===== config.mk =====
export PLATFORM = sky130hd
export DESIGN_NAME = script_source_tokenizer_flat
export DESIGN_NICKNAME = d
export VERILOG_FILES = /design/src/design/sst_pkg.sv /design/src/design/sst_src_if.sv /design/src/design/sst_tok_if.sv /design/src/design/script_source_tokenizer.sv /design/src/flat_wrapper.sv
export SDC_FILE = /design/constraint.sdc
export NUM_CORES = 1
export LEC_CHECK = 0
export ABC_AREA = 1
export BUFFER_PORTS_ARGS = -buffer_cell sky130_fd_sc_hd__buf_2
export CAP_MARGIN = 25
export CORE_ASPECT_RATIO = 2
export CORE_MARGIN = 4
export CORE_UTILIZATION = 45
export CTS_CLUSTER_SIZE = 20
export DETAILED_ROUTE_END_ITERATION = 8
export GPL_ROUTABILITY_DRIVEN = 0
export PLACE_DENSITY = 0.61
export REMOVE_ABC_BUFFERS = 1
export SLEW_MARGIN = 10
export SYNTH_ARGS = -nofsm -noshare
export SYNTH_HDL_FRONTEND = slang
export SYNTH_SLANG_ARGS = --single-unit
export TNS_END_PERCENT = 1

===== constraint.sdc =====
create_clock -name clk_i -period 10.7 [get_ports clk_i]
set_input_delay 2.14 -clock clk_i [delete_from_list [all_inputs] [get_ports clk_i]]
set_output_delay 2.14 -clock clk_i [all_outputs]
set_load 0.005 [all_outputs]

===== src/design/sst_pkg.sv =====
// Shared types, character codes and token kinds for the source tokenizer.
// Used by the tokenizer top level; has no dependencies of its own.
package sst_pkg;

  // scanner mode between bytes
  typedef enum logic [2:0] {
    MODE_IDLE,
    MODE_NUM,
    MODE_WORD,
    MODE_OP,
    MODE_SLASH,
    MODE_COMMENT,
    MODE_ERROR
  } lex_mode_e;

  // token kind codes as seen on the result channel
  typedef enum logic [4:0] {
    KIND_EOF      = 5'd0,
    KIND_INT      = 5'd1,
    KIND_IDENT    = 5'd2,
    KIND_IF       = 5'd3,
    KIND_OUT      = 5'd4,
    KIND_ASSIGN   = 5'd5,
    KIND_EQ       = 5'd6,
    KIND_NE       = 5'd7,
    KIND_LT       = 5'd8,
    KIND_LE       = 5'd9,
    KIND_GT       = 5'd10,
    KIND_GE       = 5'd11,
    KIND_PLUS     = 5'd12,
    KIND_MINUS    = 5'd13,
    KIND_STAR     = 5'd14,
    KIND_SLASH    = 5'd15,
    KIND_SEMI     = 5'd16,
    KIND_LPAREN   = 5'd17,
    KIND_RPAREN   = 5'd18,
    KIND_LBRACE   = 5'd19,
    KIND_RBRACE   = 5'd20,
    KIND_BAD_CHAR = 5'd21,
    KIND_BAD_BANG = 5'd22
  } kind_e;

  // character codes
  localparam logic [7:0] CH_NL    = 8'h0A;
  localparam logic [7:0] CH_TAB   = 8'h09;
  localparam logic [7:0] CH_CR    = 8'h0D;
  localparam logic [7:0] CH_SPACE = 8'h20;
  localparam logic [7:0] CH_BANG  = 8'h21;
  localparam logic [7:0] CH_SLASH = 8'h2F;
  localparam logic [7:0] CH_ZERO  = 8'h30;
  localparam logic [7:0] CH_NINE  = 8'h39;
  localparam logic [7:0] CH_LT    = 8'h3C;
  localparam logic [7:0] CH_EQ    = 8'h3D;
  localparam logic [7:0] CH_GT    = 8'h3E;
  localparam logic [7:0] CH_UNDER = 8'h5F;

  // keyword prefixes, first byte in the upper lanes
  localparam logic [23:0] KW_IF  = 24'h006966;
  localparam logic [23:0] KW_OUT = 24'h6F7574;

  // one result entry
  typedef struct packed {
    kind_e       kind;
    logic [15:0] start_line;
    logic [15:0] start_col;
    logic [23:0] start_offset;
    logic [7:0]  text_length;
    logic [31:0] number_value;
    logic        number_overflow;
    logic        last;
  } result_t;

  function automatic logic is_digit(logic [7:0] c);
    return (c >= CH_ZERO) && (c <= CH_NINE);
  endfunction

  function automatic logic is_alpha(logic [7:0] c);
    return ((c >= 8'h61) && (c <= 8'h7A)) || ((c >= 8'h41) && (c <= 8'h5A));
  endfunction

  function automatic logic is_space(logic [7:0] c);
    return (c == CH_SPACE) || ((c >= CH_TAB) && (c <= CH_CR));
  endfunction

  function automatic logic is_op_start(logic [7:0] c);
    return (c == CH_EQ) || (c == CH_LT) || (c == CH_GT) || (c == CH_BANG);
  endfunction

  // kind of a token that is complete after one byte
  function automatic kind_e single_kind(logic [7:0] c);
    kind_e k;
    unique case (c)
      8'h2B:   k = KIND_PLUS;
      8'h2D:   k = KIND_MINUS;
      8'h2A:   k = KIND_STAR;
      8'h3B:   k = KIND_SEMI;
      8'h28:   k = KIND_LPAREN;
      8'h29:   k = KIND_RPAREN;
      8'h7B:   k = KIND_LBRACE;
      8'h7D:   k = KIND_RBRACE;
      default: k = KIND_BAD_CHAR;
    endcase
    return k;
  endfunction

  function automatic result_t make_result(kind_e k, logic [15:0] line, logic [15:0] col,
                                          logic [23:0] off, logic [7:0] len,
                                          logic [31:0] val, logic ovf);
    result_t r;
    r.kind            = k;
    r.start_line      = line;
    r.start_col       = col;
    r.start_offset    = off;
    r.text_length     = len;
    r.number_value    = val;
    r.number_overflow = ovf;
    r.last            = 1'b0;
    return r;
  endfunction

endpackage


===== src/design/sst_src_if.sv =====
// Source byte channel of the tokenizer: valid/ready with cmd and ch.
// No dependencies.
interface sst_src_if;
  logic       valid;
  logic       ready;
  logic       cmd;
  logic [7:0] ch;

  modport source (output valid, output cmd, output ch, input ready);
  modport sink (input valid, input cmd, input ch, output ready);
endinterface


===== src/design/sst_tok_if.sv =====
// Token result channel of the tokenizer: valid/ready with the token fields.
// No dependencies.
interface sst_tok_if;
  logic        valid;
  logic        ready;
  logic [4:0]  kind;
  logic [15:0] start_line;
  logic [15:0] start_col;
  logic [23:0] start_offset;
  logic [7:0]  text_length;
  logic [31:0] number_value;
  logic        number_overflow;
  logic        last;

  modport source (output valid, output kind, output start_line, output start_col,
                  output start_offset, output text_length, output number_value,
                  output number_overflow, output last, input ready);
  modport sink (input valid, input kind, input start_line, input start_col,
                input start_offset, input text_length, input number_value,
                input number_overflow, input last, output ready);
endinterface


===== src/design/script_source_tokenizer.sv =====
// Streaming source tokenizer: source bytes in, tokens with position out.
// Depends on sst_pkg, sst_src_if and sst_tok_if.
//
// One source byte (or the end marker) is taken per clock while the result
// queue holds two entries or fewer. Each item is held in an input register
// while the scanner state and up to two tokens are worked out, then the
// tokens land in a four-entry result queue that drives the output. The
// output drains one token per clock while the sink is ready; an item that
// closes one token and gives a one-byte token fills two entries, and the
// byte rate holds as long as the sink keeps up. After the end marker all
// position and scanner state is back at its reset values for the next
// source.
module script_source_tokenizer (
  input logic       clk_i,
  input logic       rst_ni,
  sst_src_if.sink   src_i,
  sst_tok_if.source tok_o
);

  localparam int unsigned QDepth = 4;
  localparam int unsigned QPtrW  = $clog2(QDepth);
  localparam int unsigned QCntW  = $clog2(QDepth + 1);

  // input register
  logic       stg_v_q;
  logic       stg_cmd_q;
  logic [7:0] stg_ch_q;
  logic       stg_fire;

  // scanner state
  sst_pkg::lex_mode_e mode_q, mode_d;
  logic [7:0]  pend_q, pend_d;
  logic [15:0] cur_line_q, cur_line_d, cur_col_q, cur_col_d;
  logic [23:0] cur_off_q, cur_off_d;
  logic [15:0] tok_line_q, tok_line_d, tok_col_q, tok_col_d;
  logic [23:0] tok_off_q, tok_off_d;
  logic [7:0]  len_q, len_d;
  logic [31:0] acc_q, acc_d;
  logic        ovf_q, ovf_d;
  logic [23:0] prefix_q, prefix_d;

  // result queue
  sst_pkg::result_t q_mem [QDepth];
  logic [QPtrW-1:0] wr_q, rd_q;
  logic [QCntW-1:0] cnt_q;
  logic             pop;
  logic [1:0]       push_n;
  sst_pkg::result_t r0, r1;

  // input stage handshake
  assign stg_fire    = stg_v_q && (cnt_q <= QCntW'(QDepth - 2));
  assign src_i.ready = !stg_v_q || stg_fire;

  always_ff @(posedge clk_i or negedge rst_ni) begin
    if (!rst_ni) begin
      stg_v_q <= 1'b0;
    end else if (src_i.ready) begin
      stg_v_q <= src_i.valid;
    end
  end

  always_ff @(posedge clk_i) begin
    if (src_i.valid && src_i.ready) begin
      stg_cmd_q <= src_i.cmd;
      stg_ch_q  <= src_i.ch;
    end
  end

  // byte classes and position after this byte
  logic [7:0]  c;
  logic        c_digit, c_word_start, c_space;
  logic [15:0] adv_line, adv_col;
  logic [23:0] adv_off;

  assign c            = stg_ch_q;
  assign c_digit      = sst_pkg::is_digit(c);
  assign c_word_start = sst_pkg::is_alpha(c) || (c == sst_pkg::CH_UNDER);
  assign c_space      = sst_pkg::is_space(c);
  assign adv_off      = (cur_off_q == 24'hFFFFFF) ? cur_off_q : cur_off_q + 24'd1;
  assign adv_line     = (c != sst_pkg::CH_NL || cur_line_q == 16'hFFFF) ? cur_line_q
                                                                        : cur_line_q + 16'd1;
  assign adv_col      = (c == sst_pkg::CH_NL) ? 16'd1 :
                        (cur_col_q == 16'hFFFF) ? cur_col_q : cur_col_q + 16'd1;

  // decimal accumulate with saturation
  logic [35:0] acc_x10;
  logic [31:0] acc_next;
  logic        acc_sat;
  logic [7:0]  len_grow;

  assign acc_x10  = ({4'b0, acc_q} << 3) + ({4'b0, acc_q} << 1) + {32'b0, c[3:0]};
  assign acc_sat  = (acc_x10[35:32] != 4'd0);
  assign acc_next = acc_sat ? 32'hFFFFFFFF : acc_x10[31:0];
  assign len_grow = (len_q == 8'hFF) ? len_q : len_q + 8'd1;

  // token closed by a pending mode
  logic             close_v;
  sst_pkg::result_t close_r;
  sst_pkg::kind_e   word_kind, op1_kind, op2_kind;

  always_comb begin
    word_kind = sst_pkg::KIND_IDENT;
    if (len_q == 8'd2 && prefix_q == sst_pkg::KW_IF) word_kind = sst_pkg::KIND_IF;
    if (len_q == 8'd3 && prefix_q == sst_pkg::KW_OUT) word_kind = sst_pkg::KIND_OUT;
    op1_kind = (pend_q == sst_pkg::CH_BANG) ? sst_pkg::KIND_BAD_BANG :
               (pend_q == sst_pkg::CH_EQ)   ? sst_pkg::KIND_ASSIGN :
               (pend_q == sst_pkg::CH_LT)   ? sst_pkg::KIND_LT : sst_pkg::KIND_GT;
    op2_kind = (pend_q == sst_pkg::CH_EQ)   ? sst_pkg::KIND_EQ :
               (pend_q == sst_pkg::CH_BANG) ? sst_pkg::KIND_NE :
               (pend_q == sst_pkg::CH_LT)   ? sst_pkg::KIND_LE : sst_pkg::KIND_GE;
    close_v = 1'b1;
    close_r = sst_pkg::make_result(op1_kind, tok_line_q, tok_col_q, tok_off_q, 8'd1,
                                   32'd0, 1'b0);
    unique case (mode_q)
      sst_pkg::MODE_NUM: begin
        close_r = sst_pkg::make_result(sst_pkg::KIND_INT, tok_line_q, tok_col_q,
                                       tok_off_q, len_q, acc_q, ovf_q);
      end
      sst_pkg::MODE_WORD: begin
        close_r = sst_pkg::make_result(word_kind, tok_line_q, tok_col_q, tok_off_q,
                                       len_q, 32'd0, 1'b0);
      end
      sst_pkg::MODE_OP: begin
        close_r.kind = op1_kind;
      end
      sst_pkg::MODE_SLASH: begin
        close_r.kind = sst_pkg::KIND_SLASH;
      end
      default: begin
        close_v = 1'b0;
      end
    endcase
  end

  // next scanner state and the results of this item
  logic             a_v, b_v;
  sst_pkg::result_t a_r, b_r;
  logic             do_close, do_fresh;
  sst_pkg::kind_e   fresh_kind;

  assign fresh_kind = sst_pkg::single_kind(c);

  always_comb begin
    mode_d     = mode_q;
    pend_d     = pend_q;
    cur_line_d = cur_line_q;
    cur_col_d  = cur_col_q;
    cur_off_d  = cur_off_q;
    tok_line_d = tok_line_q;
    tok_col_d  = tok_col_q;
    tok_off_d  = tok_off_q;
    len_d      = len_q;
    acc_d      = acc_q;
    ovf_d      = ovf_q;
    prefix_d   = prefix_q;
    do_close   = 1'b0;
    do_fresh   = 1'b0;
    a_v        = 1'b0;
    b_v        = 1'b0;
    a_r        = close_r;
    b_r        = sst_pkg::make_result(fresh_kind, cur_line_q, cur_col_q, cur_off_q, 8'd1,
                                      32'd0, 1'b0);

    if (stg_fire && stg_cmd_q) begin
      // end marker: close pending, emit eof, back to reset values
      a_v        = close_v;
      b_v        = 1'b1;
      b_r        = sst_pkg::make_result(sst_pkg::KIND_EOF, cur_line_q, cur_col_q,
                                        cur_off_q, 8'd0, 32'd0, 1'b0);
      mode_d     = sst_pkg::MODE_IDLE;
      pend_d     = 8'd0;
      cur_line_d = 16'd1;
      cur_col_d  = 16'd1;
      cur_off_d  = 24'd0;
      tok_line_d = 16'd1;
      tok_col_d  = 16'd1;
      tok_off_d  = 24'd0;
      len_d      = 8'd0;
      acc_d      = 32'd0;
      ovf_d      = 1'b0;
      prefix_d   = 24'd0;
    end else if (stg_fire) begin
      cur_line_d = adv_line;
      cur_col_d  = adv_col;
      cur_off_d  = adv_off;
      unique case (mode_q)
        sst_pkg::MODE_NUM: begin
          if (c_digit) begin
            acc_d = acc_next;
            ovf_d = ovf_q | acc_sat;
            len_d = len_grow;
          end else begin
            do_close = 1'b1;
            do_fresh = 1'b1;
          end
        end
        sst_pkg::MODE_WORD: begin
          if (c_word_start || c_digit) begin
            if (len_q < 8'd3) prefix_d = {prefix_q[15:0], c};
            len_d = len_grow;
          end else begin
            do_close = 1'b1;
            do_fresh = 1'b1;
          end
        end
        sst_pkg::MODE_OP: begin
          if (c == sst_pkg::CH_EQ) begin
            a_v      = 1'b1;
            a_r.kind = op2_kind;
            a_r.text_length = 8'd2;
            mode_d   = sst_pkg::MODE_IDLE;
          end else if (pend_q == sst_pkg::CH_BANG) begin
            do_close = 1'b1;
            mode_d   = sst_pkg::MODE_ERROR;
          end else begin
            do_close = 1'b1;
            do_fresh = 1'b1;
          end
        end
        sst_pkg::MODE_SLASH: begin
          if (c == sst_pkg::CH_SLASH) begin
            mode_d = sst_pkg::MODE_COMMENT;
          end else begin
            do_close = 1'b1;
            do_fresh = 1'b1;
          end
        end
        sst_pkg::MODE_COMMENT: begin
          if (c == sst_pkg::CH_NL) mode_d = sst_pkg::MODE_IDLE;
        end
        sst_pkg::MODE_IDLE: begin
          do_fresh = 1'b1;
        end
        default: begin
        end
      endcase

      if (do_close) a_v = close_v;

      // a byte seen with nothing pending
      if (do_fresh) begin
        if (c_space) begin
          mode_d = sst_pkg::MODE_IDLE;
        end else begin
          tok_line_d = cur_line_q;
          tok_col_d  = cur_col_q;
          tok_off_d  = cur_off_q;
          if (c_digit) begin
            mode_d = sst_pkg::MODE_NUM;
            acc_d  = {28'd0, c[3:0]};
            ovf_d  = 1'b0;
            len_d  = 8'd1;
          end else if (c_word_start) begin
            mode_d   = sst_pkg::MODE_WORD;
            prefix_d = {16'd0, c};
            len_d    = 8'd1;
          end else if (sst_pkg::is_op_start(c)) begin
            mode_d = sst_pkg::MODE_OP;
            pend_d = c;
          end else if (c == sst_pkg::CH_SLASH) begin
            mode_d = sst_pkg::MODE_SLASH;
          end else begin
            b_v    = 1'b1;
            mode_d = (fresh_kind == sst_pkg::KIND_BAD_CHAR) ? sst_pkg::MODE_ERROR
                                                            : sst_pkg::MODE_IDLE;
          end
        end
      end
    end
  end

  // order the results and mark the last one
  always_comb begin
    r0      = a_v ? a_r : b_r;
    r0.last = !(a_v && b_v);
    r1      = b_r;
    r1.last = 1'b1;
    push_n  = {1'b0, a_v} + {1'b0, b_v};
  end

  // scanner state registers
  always_ff @(posedge clk_i or negedge rst_ni) begin
    if (!rst_ni) begin
      mode_q     <= sst_pkg::MODE_IDLE;
      pend_q     <= 8'd0;
      cur_line_q <= 16'd1;
      cur_col_q  <= 16'd1;
      cur_off_q  <= 24'd0;
      tok_line_q <= 16'd1;
      tok_col_q  <= 16'd1;
      tok_off_q  <= 24'd0;
      len_q      <= 8'd0;
      acc_q      <= 32'd0;
      ovf_q      <= 1'b0;
      prefix_q   <= 24'd0;
    end else begin
      mode_q     <= mode_d;
      pend_q     <= pend_d;
      cur_line_q <= cur_line_d;
      cur_col_q  <= cur_col_d;
      cur_off_q  <= cur_off_d;
      tok_line_q <= tok_line_d;
      tok_col_q  <= tok_col_d;
      tok_off_q  <= tok_off_d;
      len_q      <= len_d;
      acc_q      <= acc_d;
      ovf_q      <= ovf_d;
      prefix_q   <= prefix_d;
    end
  end

  // result queue pointers and fill count
  assign pop = tok_o.valid && tok_o.ready;

  always_ff @(posedge clk_i or negedge rst_ni) begin
    if (!rst_ni) begin
      wr_q  <= '0;
      rd_q  <= '0;
      cnt_q <= '0;
    end else begin
      wr_q  <= wr_q + QPtrW'(push_n);
      rd_q  <= rd_q + QPtrW'(pop);
      cnt_q <= cnt_q + QCntW'(push_n) - QCntW'(pop);
    end
  end

  // result queue storage
  always_ff @(posedge clk_i) begin
    if (push_n != 2'd0) q_mem[wr_q] <= r0;
    if (push_n == 2'd2) q_mem[wr_q + QPtrW'(1)] <= r1;
  end

  // output channel
  assign tok_o.valid           = (cnt_q != '0);
  assign tok_o.kind            = q_mem[rd_q].kind;
  assign tok_o.start_line      = q_mem[rd_q].start_line;
  assign tok_o.start_col       = q_mem[rd_q].start_col;
  assign tok_o.start_offset    = q_mem[rd_q].start_offset;
  assign tok_o.text_length     = q_mem[rd_q].text_length;
  assign tok_o.number_value    = q_mem[rd_q].number_value;
  assign tok_o.number_overflow = q_mem[rd_q].number_overflow;
  assign tok_o.last            = q_mem[rd_q].last;

`ifndef NO_ASSERTIONS
  // queue never overfills
  a_queue_bound: assert property (@(posedge clk_i) disable iff (!rst_ni)
    cnt_q <= QCntW'(QDepth))
    else $error("result queue over capacity");

  // a byte in error mode gives no token
  a_error_silent: assert property (@(posedge clk_i) disable iff (!rst_ni)
    (stg_fire && !stg_cmd_q && mode_q == sst_pkg::MODE_ERROR) |-> push_n == 2'd0)
    else $error("token emitted in error mode");

  // end marker always gives an eof and returns to the start position
  a_eof_reset: assert property (@(posedge clk_i) disable iff (!rst_ni)
    (stg_fire && stg_cmd_q) |=> (mode_q == sst_pkg::MODE_IDLE && cur_line_q == 16'd1
                                 && cur_off_q == 24'd0))
    else $error("state not cleared after end marker");

  // of two tokens from one item only the second is marked last
  a_last_mark: assert property (@(posedge clk_i) disable iff (!rst_ni)
    (push_n == 2'd2) |-> (!r0.last && r1.last))
    else $error("last flag misplaced on paired tokens");
`endif

endmodule

===== src/flat_wrapper.sv =====
// flat-port wrapper written by rule: the top's interface ports become plain ports
module script_source_tokenizer_flat 
  (clk_i, rst_ni, src_i_valid, src_i_cmd, src_i_ch, src_i_ready, tok_o_valid, tok_o_kind, tok_o_start_line, tok_o_start_col, tok_o_start_offset, tok_o_text_length, tok_o_number_value, tok_o_number_overflow, tok_o_last, tok_o_ready);
  sst_src_if src_i_i ();
  sst_tok_if tok_o_i ();
  input logic clk_i;
  input logic rst_ni;
  input wire logic [$bits(src_i_i.valid)-1:0] src_i_valid;
  input wire logic [$bits(src_i_i.cmd)-1:0] src_i_cmd;
  input wire logic [$bits(src_i_i.ch)-1:0] src_i_ch;
  output wire logic [$bits(src_i_i.ready)-1:0] src_i_ready;
  output wire logic [$bits(tok_o_i.valid)-1:0] tok_o_valid;
  output wire logic [$bits(tok_o_i.kind)-1:0] tok_o_kind;
  output wire logic [$bits(tok_o_i.start_line)-1:0] tok_o_start_line;
  output wire logic [$bits(tok_o_i.start_col)-1:0] tok_o_start_col;
  output wire logic [$bits(tok_o_i.start_offset)-1:0] tok_o_start_offset;
  output wire logic [$bits(tok_o_i.text_length)-1:0] tok_o_text_length;
  output wire logic [$bits(tok_o_i.number_value)-1:0] tok_o_number_value;
  output wire logic [$bits(tok_o_i.number_overflow)-1:0] tok_o_number_overflow;
  output wire logic [$bits(tok_o_i.last)-1:0] tok_o_last;
  input wire logic [$bits(tok_o_i.ready)-1:0] tok_o_ready;
  assign src_i_i.valid = src_i_valid;
  assign src_i_i.cmd = src_i_cmd;
  assign src_i_i.ch = src_i_ch;
  assign src_i_ready = src_i_i.ready;
  assign tok_o_valid = tok_o_i.valid;
  assign tok_o_kind = tok_o_i.kind;
  assign tok_o_start_line = tok_o_i.start_line;
  assign tok_o_start_col = tok_o_i.start_col;
  assign tok_o_start_offset = tok_o_i.start_offset;
  assign tok_o_text_length = tok_o_i.text_length;
  assign tok_o_number_value = tok_o_i.number_value;
  assign tok_o_number_overflow = tok_o_i.number_overflow;
  assign tok_o_last = tok_o_i.last;
  assign tok_o_i.ready = tok_o_ready;
  script_source_tokenizer u_core (.clk_i(clk_i), .rst_ni(rst_ni), .src_i(src_i_i), .tok_o(tok_o_i));
endmodule

# Yosys cells after proc, flatten, opt, wreduce, memory -nomap -nowiden
# Memory sizes are Yosys's and may differ from the RTL's.
# Cells that the tools add are included.
op_classes:
  bitwise_logic: 1
  n_addsub: 12
  n_reduce_logical: 37
  mux: 127
  eq_ne: 44
  magnitude_cmp: 10
op_table:
  columns: ["cell", "n"]
  rows:
  - ["24-bit two-way mux", 16]
  - ["32-bit two-way mux", 8]
  - ["16-bit two-way mux", 15]
  - ["103-bit two-way mux", 2]
  - ["8-bit two-way mux", 20]
  - ["8-bit by 6-bit == test with 1-bit output (second input constant)", 15]
  - ["42-bit one-hot mux with 2 select lines", 1]
  - ["3-bit two-way mux", 14]
  - ["5-bit two-way mux", 8]
  - ["5-bit one-hot mux with 8 select lines", 1]
  - ["35-bit by 33-bit adder with 36-bit output", 1]
  - ["36-bit by 4-bit adder with 36-bit output", 1]
  - ["1-bit two-way mux", 35]
  - ["16-bit by 1-bit adder with 16-bit output (second input constant)", 2]
  - ["16-bit == test (second input constant)", 2]
  - ["24-bit by 1-bit adder with 24-bit output (second input constant)", 1]
  - ["24-bit by 15-bit == test with 1-bit output (second input constant)", 1]
  - ["24-bit by 23-bit == test with 1-bit output (second input constant)", 1]
  - ["24-bit == test (second input constant)", 1]
  - ["8-bit by 7-bit == test with 1-bit output (second input constant)", 3]
  - ["8-bit by 2-bit == test with 1-bit output (second input constant)", 2]
  - ["8-bit by 7-bit >= comparator with 1-bit output (second input constant)", 2]
  - ["8-bit by 7-bit less-or-equal comparator with 1-bit output (second input constant)", 2]
  - ["8-bit one-hot mux with 2 select lines", 1]
  - ["44 further kinds", 76]
totals:
  ram_bits: 412
  reg_bits: 205
  inputBits: 13
  memories: 1
  output_inout_bits: 105
memory_table:
  columns: ["name", "words", "word_bits", "rd", "rd_ports_with_merged_regs", "wr", "line_no", "text"]
  rows:
  - ["u_core.q_mem", 4, 103, 1, 0, 2, "script_source_tokenizer.sv:43", "sst_pkg::result_t q_mem [QDepth];"]

# Longest topological paths before layout
# Gate-level depths: netlist of run 1.
depth:
  depth_word: 16
  mapped_depth: 23
  mapped_depth_nobuf: 21

# Worst setup path before layout of run 1
# OpenSTA, ideal clock, no wires.
synth_timing:
  path_type: "register to register"
  start: "register u_core.mode_q[2]"
  end: "memory u_core.q_mem[3][1] in the netlist's numbering"
  required_time_ps: 10571
  setup_slack_ps: 5694
  synth_period_minus_slack_ps: 5006
  path_stages_with_launch: 22
  arrival_time_ps: 4877
  path_buffers: 4
  cell_sequence: "dfrtp_1 -> nor3_2 -> inv_2 -> nand2_2 -> nand2_1 -> inv_2 -> nand2_2 -> nand3_1 -> nand2_1 -> nand2_2 -> buf_6 -> buf_4 -> inv_1 -> ha_1 -> nor3_1 -> inv_1 -> clkbuf_1 -> nand2_1 -> inv_1 -> clkbuf_1 -> nand2_1 -> o21ai_0"
synth_lines:
  columns: ["element", "line_no", "text"]
  rows:
  - ["from (decl)", "script_source_tokenizer.sv:31", "sst_pkg::lex_mode_e mode_q, mode_d;"]
  - ["from (signal assigned)", "script_source_tokenizer.sv:284", "mode_q <= sst_pkg::MODE_IDLE;"]
  - ["from (signal assigned)", "script_source_tokenizer.sv:297", "mode_q <= mode_d;"]
  - ["to (decl)", "script_source_tokenizer.sv:43", null]

==> out/qor.yml, run 1 <==
synth:
  synthTopCellsByCount: "nand2_1 (1050), o21ai_0 (736), nor2_1 (372)"
  yosysTopAreaCell: "edfxtp_1"
  synth_area_per_cell_sq_um: 7.76
  synth-seq-cells: 617
  yosysSeqAreaShare_pct: 49.2
  synth.most_common_cell: "nand2_1"
  synthesis.instances: 4169
  synth_top_cell_area_share_pct: 23.8
  synth_area_leaders: "edfxtp_1 (24%), dfrtp_1 (15%), nand2_1 (12%)"
  syn_area_sq_mm: 0.0324
  yosysWarnings: 0
  synth-edff-count: 257
  ys.flop_type: "edfxtp_1"
  ys_types: 45
  async_flop_share_pct: 31.8
final_layout:
  area_growth_pct: 8.96
  final_util_pct: 49.7
  finalNonFillerCells: 5073
  drive_gt1_share_pct: 6.89
  num_antenna_cells: 0
  fin_nets: 4207
power:
  p_leak_nw: 14.4
  power.density_mw_per_mm2: 282
  irDropWorstVdd_v: 0.000174
floorplanning:
  ios: 118
  core_region_area_sq_mm: 0.0710
  initial_utilization_pct: 45.6
  dieArea_sq_mm: 0.0765
  die_y_microns: 387
  die_w_microns: 198
  fp-row-count: 138
drt:
  first_iter_violations: 1994
  first_pass_iters: 6
  ant_nets: 0
  wl_per_cell_microns: 20.8
  viasPerCell: 5.73
  drc: 0
  drt_wl_total_microns: 106000
  vias: 29100
worst_setup_path:
  crit_buf_inv: 6
  cp-start-kind: "flop"
  end_kind: "flop"
  crit_required_ns: 10.94
  worstSetupPathType: "flop to flop"
  worst-path-max-fanout: 98
  cp_top_family: "buffers and inverters"
  cp_cell_sequence: "inv_1, o21ai_0, nor2_2, buf_4, nand2_2, inv_1, o21ai_0, nand2_8, inv_1, ha_1, nor3_1, clkinv_2, nand2_4, buf_4"
  cp_slowest_cell: "nor3_1"
  cp_common_cell: "inv_1"
  cpPeakStageDelay_ns: 0.79
  arrival_ns: 6.97
clock_tree:
  cts_buffers: 56
  clock_latency_ns: 0.62
  cts_hold_buf: 0
  clk_pin_slew_ns: 0.07
  root_buffer: "clkbuf_16"
  cts_resized: 0
  cts_tree: "yes"
  cts.htree.levels: 2
  clock_sinks: 617
  cts_buffer_depth: 3
  postCtsSetupBuffers: 0
placed_design:
  hpwlAfterDp_microns: 68400
  dp_slack_ns: 3.96
  portBuffers: 117
  place_inst: 4967
sta:
  rsz0062_at_grt: "no"
  tightest_slew_ns: 0.970
  finalCritPeriodShare_pct: 62.8
  hold_viol: 0
  drv_slew: 0
  timing.fmax_mhz: 149
  setup_ws_ns: 3.98
  maxSlewHeadroom_pct: 34.8
  clock-skew-final_ns: 0.0170
  setup_violations: 0
  min_period_ns: 6.72
global_routing:
  grt_pass1_vias: 29100
  grt_use_total_pct: 26.9
  grt_overflow: 0
  grt_max_degree: 99
  grt_pass1_wl_microns: 163000
  antenna_found_initial: 0
flow_run:
  maxCapViolCount: 0
hold_path:
  min_path_type: "flop to flop"
outcome:
  status: "complete, no violations"
worst min-delay path, delay by kind of cell (launching register included):
family | cells | cell delay, ns
and+or+nand+nor | 1 | 0.05
DFF | 1 | 0.32
AOI/OAI and AO/OA | 1 | 0.05
power by group:
group | total, mW | internal [mW] | switching [mW]
Sequential | 3.46 | 3.10 | 0.367
Combinational | 4.49 | 1.21 | 3.29
Clock | 2.00 | 1.07 | 0.934
worst paths after layout:
kind                                startpoint             endpoint  slack [ns]  cells after the start
setup / recovery               u_core.cnt_q[0]  u_core.q_mem[2][78]        3.98                     14
max in group asynchronous               rst_ni     u_core.acc_q[14]        7.76                      2
min in group asynchronous               rst_ni      u_core.cnt_q[2]        1.50                      1
hold reg to reg            u_core.q_mem[2][12]  u_core.q_mem[2][12]        0.45                      2
setup reg to reg               u_core.cnt_q[0]  u_core.q_mem[2][78]        3.98                     14
hold / removal             u_core.q_mem[2][12]  u_core.q_mem[2][12]        0.45                      2
final cells by class:
type,count,area (sq um)
well taps,910,1140
multi-input cells,2929,14200
repair buffers,160,933
fillers,6997,35700
clock buffers,77,1550
flip-flops and latches,617,15900
inverters,352,1330
clock inverters,28,220
flip-flops by register name, indices dropped and copies added, names as in the netlist, 16 cells and up:
register,cells
u_core.cur_col_q,16
u_core.q_mem,412
u_core.cur_line_q,16
u_core.prefix_q,24
u_core.tok_off_q,24
u_core.tok_line_q,16
u_core.tok_col_q,16
u_core.cur_off_q,24
u_core.acc_q,32
metal layers:
| layer | vias to the layer above | GRT usage, % | part of all wire, % |
|---|---|---|---|
| met5 | - | 0 | 0 |
| met1 | 13900 | 28.4 | 35 |
| met3 | 329 | 2.68 | 4.7 |
| met2 | 957 | 51.2 | 54 |
| li1 | 13900 | - | - |
| met4 | 0 | 14.5 | 5.7 |
kinds of logic (layout without fill, tap and decap cells):
logic type	after synthesis	in the layout	synth area share, %
AOI/OAI and AO/OA	1103	1103	18.2
xor gates and xnor gates	36	36	0.974
adders and majority gates	78	78	3.08
buffers and inverters	623	617	7.39
DFF	617	617	49.2
and+or+nand+nor	1712	1712	21.2
metrics by stage:
step / setup TNS [ns] / area [sq um] / hold slack, ns / power (mW)
after global placement: 0 / 33500 / 0.432 / 7.97
after detailed placement: 0 / 33500 / 0.440 / 8.01
after global routing: 0 / 35300 / 0.475 / 10.6
after CTS: 0 / 35300 / 0.457 / 10.0
final: 0 / 35300 / 0.454 / 9.96
after floorplan: -62.84 / 31300 / 0.423 / 6.04
cells in the final DEF (no fill, tap or decap), types with 4 or more instances in the layout:
cell type	netlist	layout
inv_2	4	5
o21bai_1	5	5
nand4_1	27	27
clkinv_2	0	15
o211ai_1	4	4
dfxtp_1	164	164
o2111ai_1	17	17
inv_1	345	341
or2_2	4	4
o21ai_0	736	736
a21oi_1	109	109
nor3_2	2	4
clkbuf_16	0	57
xor2_1	24	24
nand2_2	4	6
nor4_1	9	9
inv_6	0	5
nand2_4	0	5
nor3_1	44	41
dfstp_2	4	4
o31ai_1	12	12
a31oi_1	4	4
buf_4	7	41
clkinv_1	3	7
ha_1	75	75
buf_2	16	116
o21a_1	7	7
nand3_1	192	192
nand2_1	1050	1042
nor2_1	372	369
o21ai_1	43	42
clkbuf_8	0	6
edfxtp_1	257	257
dfrtp_1	192	190
xnor2_1	12	12
o22ai_1	155	155
clkbuf_1	239	15
No activity file was read; power rests on OpenSTA's default activity.
==> inputs of run 2 (changes only) <==
--- a/config.mk
+++ b/config.mk
@@ -14,7 +14,7 @@
 export CTS_CLUSTER_SIZE = 20
 export DETAILED_ROUTE_END_ITERATION = 8
 export GPL_ROUTABILITY_DRIVEN = 0
-export PLACE_DENSITY = 0.61
+export PLACE_DENSITY = 0.63
 export REMOVE_ABC_BUFFERS = 1
 export SLEW_MARGIN = 10
 export SYNTH_ARGS = -nofsm -noshare
==> constraint.sdc (replaced) <==
create_clock -name clk_i -period 5.8 [get_ports clk_i]
set_input_delay 1.16 -clock clk_i [delete_from_list [all_inputs] [get_ports clk_i]]
set_output_delay 1.16 -clock clk_i [all_outputs]
set_load 0.005 [all_outputs]
==> run 2 against run 1 <==
Against the previous run:
- cell count grew 0.22%
- count of clock-buffer cells in the layout grew 6
- sequential power grew 83%
- largest power group unchanged
==> out/qor.yml, run 2 (synthesized netlist as in run 1, its figures left out) <==
worst_setup_path:
  cp_cell_sequence: "inv_1, nor2_1, nand2_1, nand3_1, inv_1, nor2_1, nand3_1, nor3_1, a21oi_1, ha_1, nor3_1, clkinv_2, nand2_4, inv_1, buf_4, nand2_1, o21ai_0"  # was inv_1, o21ai_0, nor2_2, buf_4, nand2_2, inv_1, o21ai_0, nand2_8, inv_1, ha_1, nor3_1, clkinv_2, nand2_4, buf_4
  reg2reg_from: "u_core.c[3]"  # was u_core.cnt_q[0]
  crit_buf_inv: 5  # was 6
  worstSetupPathType: "flop to flop"  # unchanged
  crit_cells: 17  # was 14
  reg2reg_to: "u_core.q_mem[2][29]"  # was u_core.q_mem[2][78]
  worst-path-max-fanout: 40  # was 98
  worstRegToRegCells: 17  # was 14
  cp-start-kind: "flop"  # unchanged
  end_kind: "flop"  # unchanged
  cp_top_family: "simple AND/OR/NAND/NOR gates"  # was buffers and inverters
  cpPeakStageDelay_ns: 0.55  # was 0.79 ns
  cp_slowest_cell: "nand2_4"  # was nor3_1
  cp_common_cell: "inv_1"  # unchanged
  reg2reg_slack_ns: 1.32  # was 3.98 ns
  crit_required_ns: 6.29  # was 10.94 ns
  arrival_ns: 4.97  # was 6.97 ns
final_layout:
  largest_reg_flops: 412  # unchanged
  final_util_pct: 49.9  # was 49.7%
  drive_gt1_share_pct: 7.19  # was 6.89%
  reg.largest.list: "u_core.q_mem: 412 flops, u_core.acc_q: 32 flops"  # unchanged
  fin_nets: 4218  # was 4207
  area_growth_pct: 9.50  # was 8.96%
  layout_common_cells: "nand2_1 (1042), o21ai_0 (736), nor2_1 (369)"  # unchanged
  mostFrequentLayoutCell: "nand2_1"  # unchanged
  regMostFlops: "u_core.q_mem"  # unchanged
  num_antenna_cells: 0  # unchanged
  fin_area_sq_mm: 0.0354  # was 0.0353 sq mm
sta:
  tightest_slew_ns: 0.957  # was 0.970 ns
  timing.fmax_mhz: 223  # was 149 MHz
  hold_viol: 0  # unchanged
  min_period_ns: 4.48  # was 6.72 ns
  maxSlewHeadroom_pct: 36.2  # was 34.8%
  clock-skew-final_ns: 0.0180  # was 0.0170 ns
  finalCritPeriodShare_pct: 77.2  # was 62.8%
  setup_violations: 0  # unchanged
  setup_ws_ns: 1.32  # was 3.98 ns
  drv_slew: 0  # unchanged
  holdWs_ns: 0.453  # was 0.454 ns
  rsz0062_at_grt: "no"  # unchanged
global_routing:
  grt_overflow: 0  # unchanged
  grt_use_total_pct: 26.1  # was 26.9%
  antenna_found_initial: 4  # was 0
  grt_max_degree: 162  # was 99
  grt_pass1_vias: 29100  # about the same
  grt_pass1_wl_microns: 160000  # was 163000 microns
floorplanning:
  ios: 118  # unchanged
  die_y_microns: 387  # unchanged
  core_region_area_sq_mm: 0.0710  # unchanged
  fp-row-count: 138  # unchanged
  dieArea_sq_mm: 0.0765  # unchanged
  die_w_microns: 198  # unchanged
  initial_utilization_pct: 45.6  # unchanged
outcome:
  status: "complete, no violations"  # unchanged
drt:
  vias: 29100  # about the same
  ant_nets: 0  # unchanged
  drc: 0  # unchanged
  first_iter_violations: 1996  # was 1994
  viasPerCell: 5.71  # was 5.73
  first_pass_iters: 7  # was 6
  wl_per_cell_microns: 20.2  # was 20.8 microns
  drt_wl_total_microns: 102000  # was 106000 microns
power:
  power.density_mw_per_mm2: 519  # was 282 mW/mm^2
  p_int_mw: 10.0  # was 5.37 mW
  irDropWorstVdd_v: 0.000441  # was 0.000174 V
  swShare_pct: 45.5  # was 46.0%
  seqPwrFrac_pct: 34.3  # was 34.8%
  combPwrFrac_pct: 45.5  # was 45.1%
  p_leak_nw: 14.5  # was 14.4 nW
  clockPowerShare_pct: 20.2  # was 20.1%
  power_switching_mw: 8.38  # was 4.59 mW
hold_path:
  min_path_cells: 2  # unchanged
  min_path_type: "flop to flop"  # unchanged
  min_from: "u_core.q_mem[1][23]"  # was u_core.q_mem[2][12]
  whs_endpoint: "u_core.q_mem[1][23]"  # was u_core.q_mem[2][12]
clock_tree:
  cts_buffers: 55  # was 56
  cts_tree: "yes"  # unchanged
  clock_latency_ns: 0.63  # was 0.62 ns
  clk_pin_slew_ns: 0.07  # about the same
  root_buffer: "clkbuf_16"  # unchanged
  cts_hold_buf: 0  # unchanged
  cts.htree.levels: 2  # unchanged
  cts_buffer_depth: 3  # unchanged
  clock_sinks: 617  # unchanged
  cts_resized: 0  # unchanged
  postCtsSetupBuffers: 0  # unchanged
placed_design:
  place_area_sq_mm: 0.0336  # was 0.0335 sq mm
  hpwlAfterDp_microns: 66000  # was 68400 microns
  dp_slack_ns: 1.39  # was 3.96 ns
  portBuffers: 117  # unchanged
flow_run:
  maxCapViolCount: 0  # unchanged
[run 2: cell types whose count changed in the layout (fill, tap and decap cells not counted), sizes merged]
cell and delta:
buf +12, bufinv -1, clkbuf +6, clkinv -8, inv +2
[run 2: tightest hold or removal path: cells and delay by family (launching register included)]
kind | cells | cell delay, ns
flip-flops | 1 | 0.32
AND/OR/NAND/NOR | 1 | 0.05
AO/OA/AOI/OAI | 1 | 0.05
[run 2: final cells by class]
class	instances	area (sq um)
Clock buffer	83	1620
Inverter	352	1330
Timing Repair Buffer	172	1080
Fill cell	6970	35500
Multi-Input combinational cell	2929	14200
Tap cell	910	1140
Clock inverter	21	173
Sequential cell	617	15900
[run 2: power groups by stage]
stage / logic, mW / registers [mW] / clock network (mW)
detailed placement: 8.40 / 6.39 / 0
global placement: 8.32 / 6.37 / 0
CTS: 8.43 / 6.30 / 3.77
floorplan: 4.78 / 6.36 / 0
finish: 8.37 / 6.32 / 3.71
global route: 9.26 / 6.40 / 3.93
[run 2: worst max-delay path by stage]
| stage | start | end | slack [ns] |
|---|---|---|---|
| after global placement | u_core.c[3] | u_core.q_mem[0][68] | 1.46 |
| after floorplan | u_core.cnt_q[0] | u_core.q_mem[2][10] | -5.43 |
| after CTS | u_core.c[3] | u_core.q_mem[0][81] | 1.38 |
| after detailed placement | u_core.c[3] | u_core.q_mem[0][68] | 1.39 |
| final | u_core.c[3] | u_core.q_mem[2][29] | 1.32 |
| after global routing | u_core.c[3] | u_core.q_mem[0][28] | 0.97 |
[run 2: routing by layer]
layer / routed length (microns) / share of wire (%) / vias to the layer above / GRT usage, %
li1: - / - / 13900 / -
met1: 37600 / 37 / 13900 / 28.7
met2: 54800 / 53 / 930 / 48.9
met3: 4700 / 4.6 / 302 / 2.64
met4: 5410 / 5.3 / 0 / 12.9
met5: 0 / 0 / - / 0
[run 2: per-stage QoR]
step | std cells | power, mW | TNS [ns]
6_report | 5084 | 18.4 | 0
5_1_grt | 5084 | 19.6 | 0
4_1_cts | 5084 | 18.5 | 0
3_5_place_dp | 4980 | 14.8 | 0
3_3_place_gp | 4980 | 14.7 | 0
2_1_floorplan | 3898 | 11.1 | -2643.65
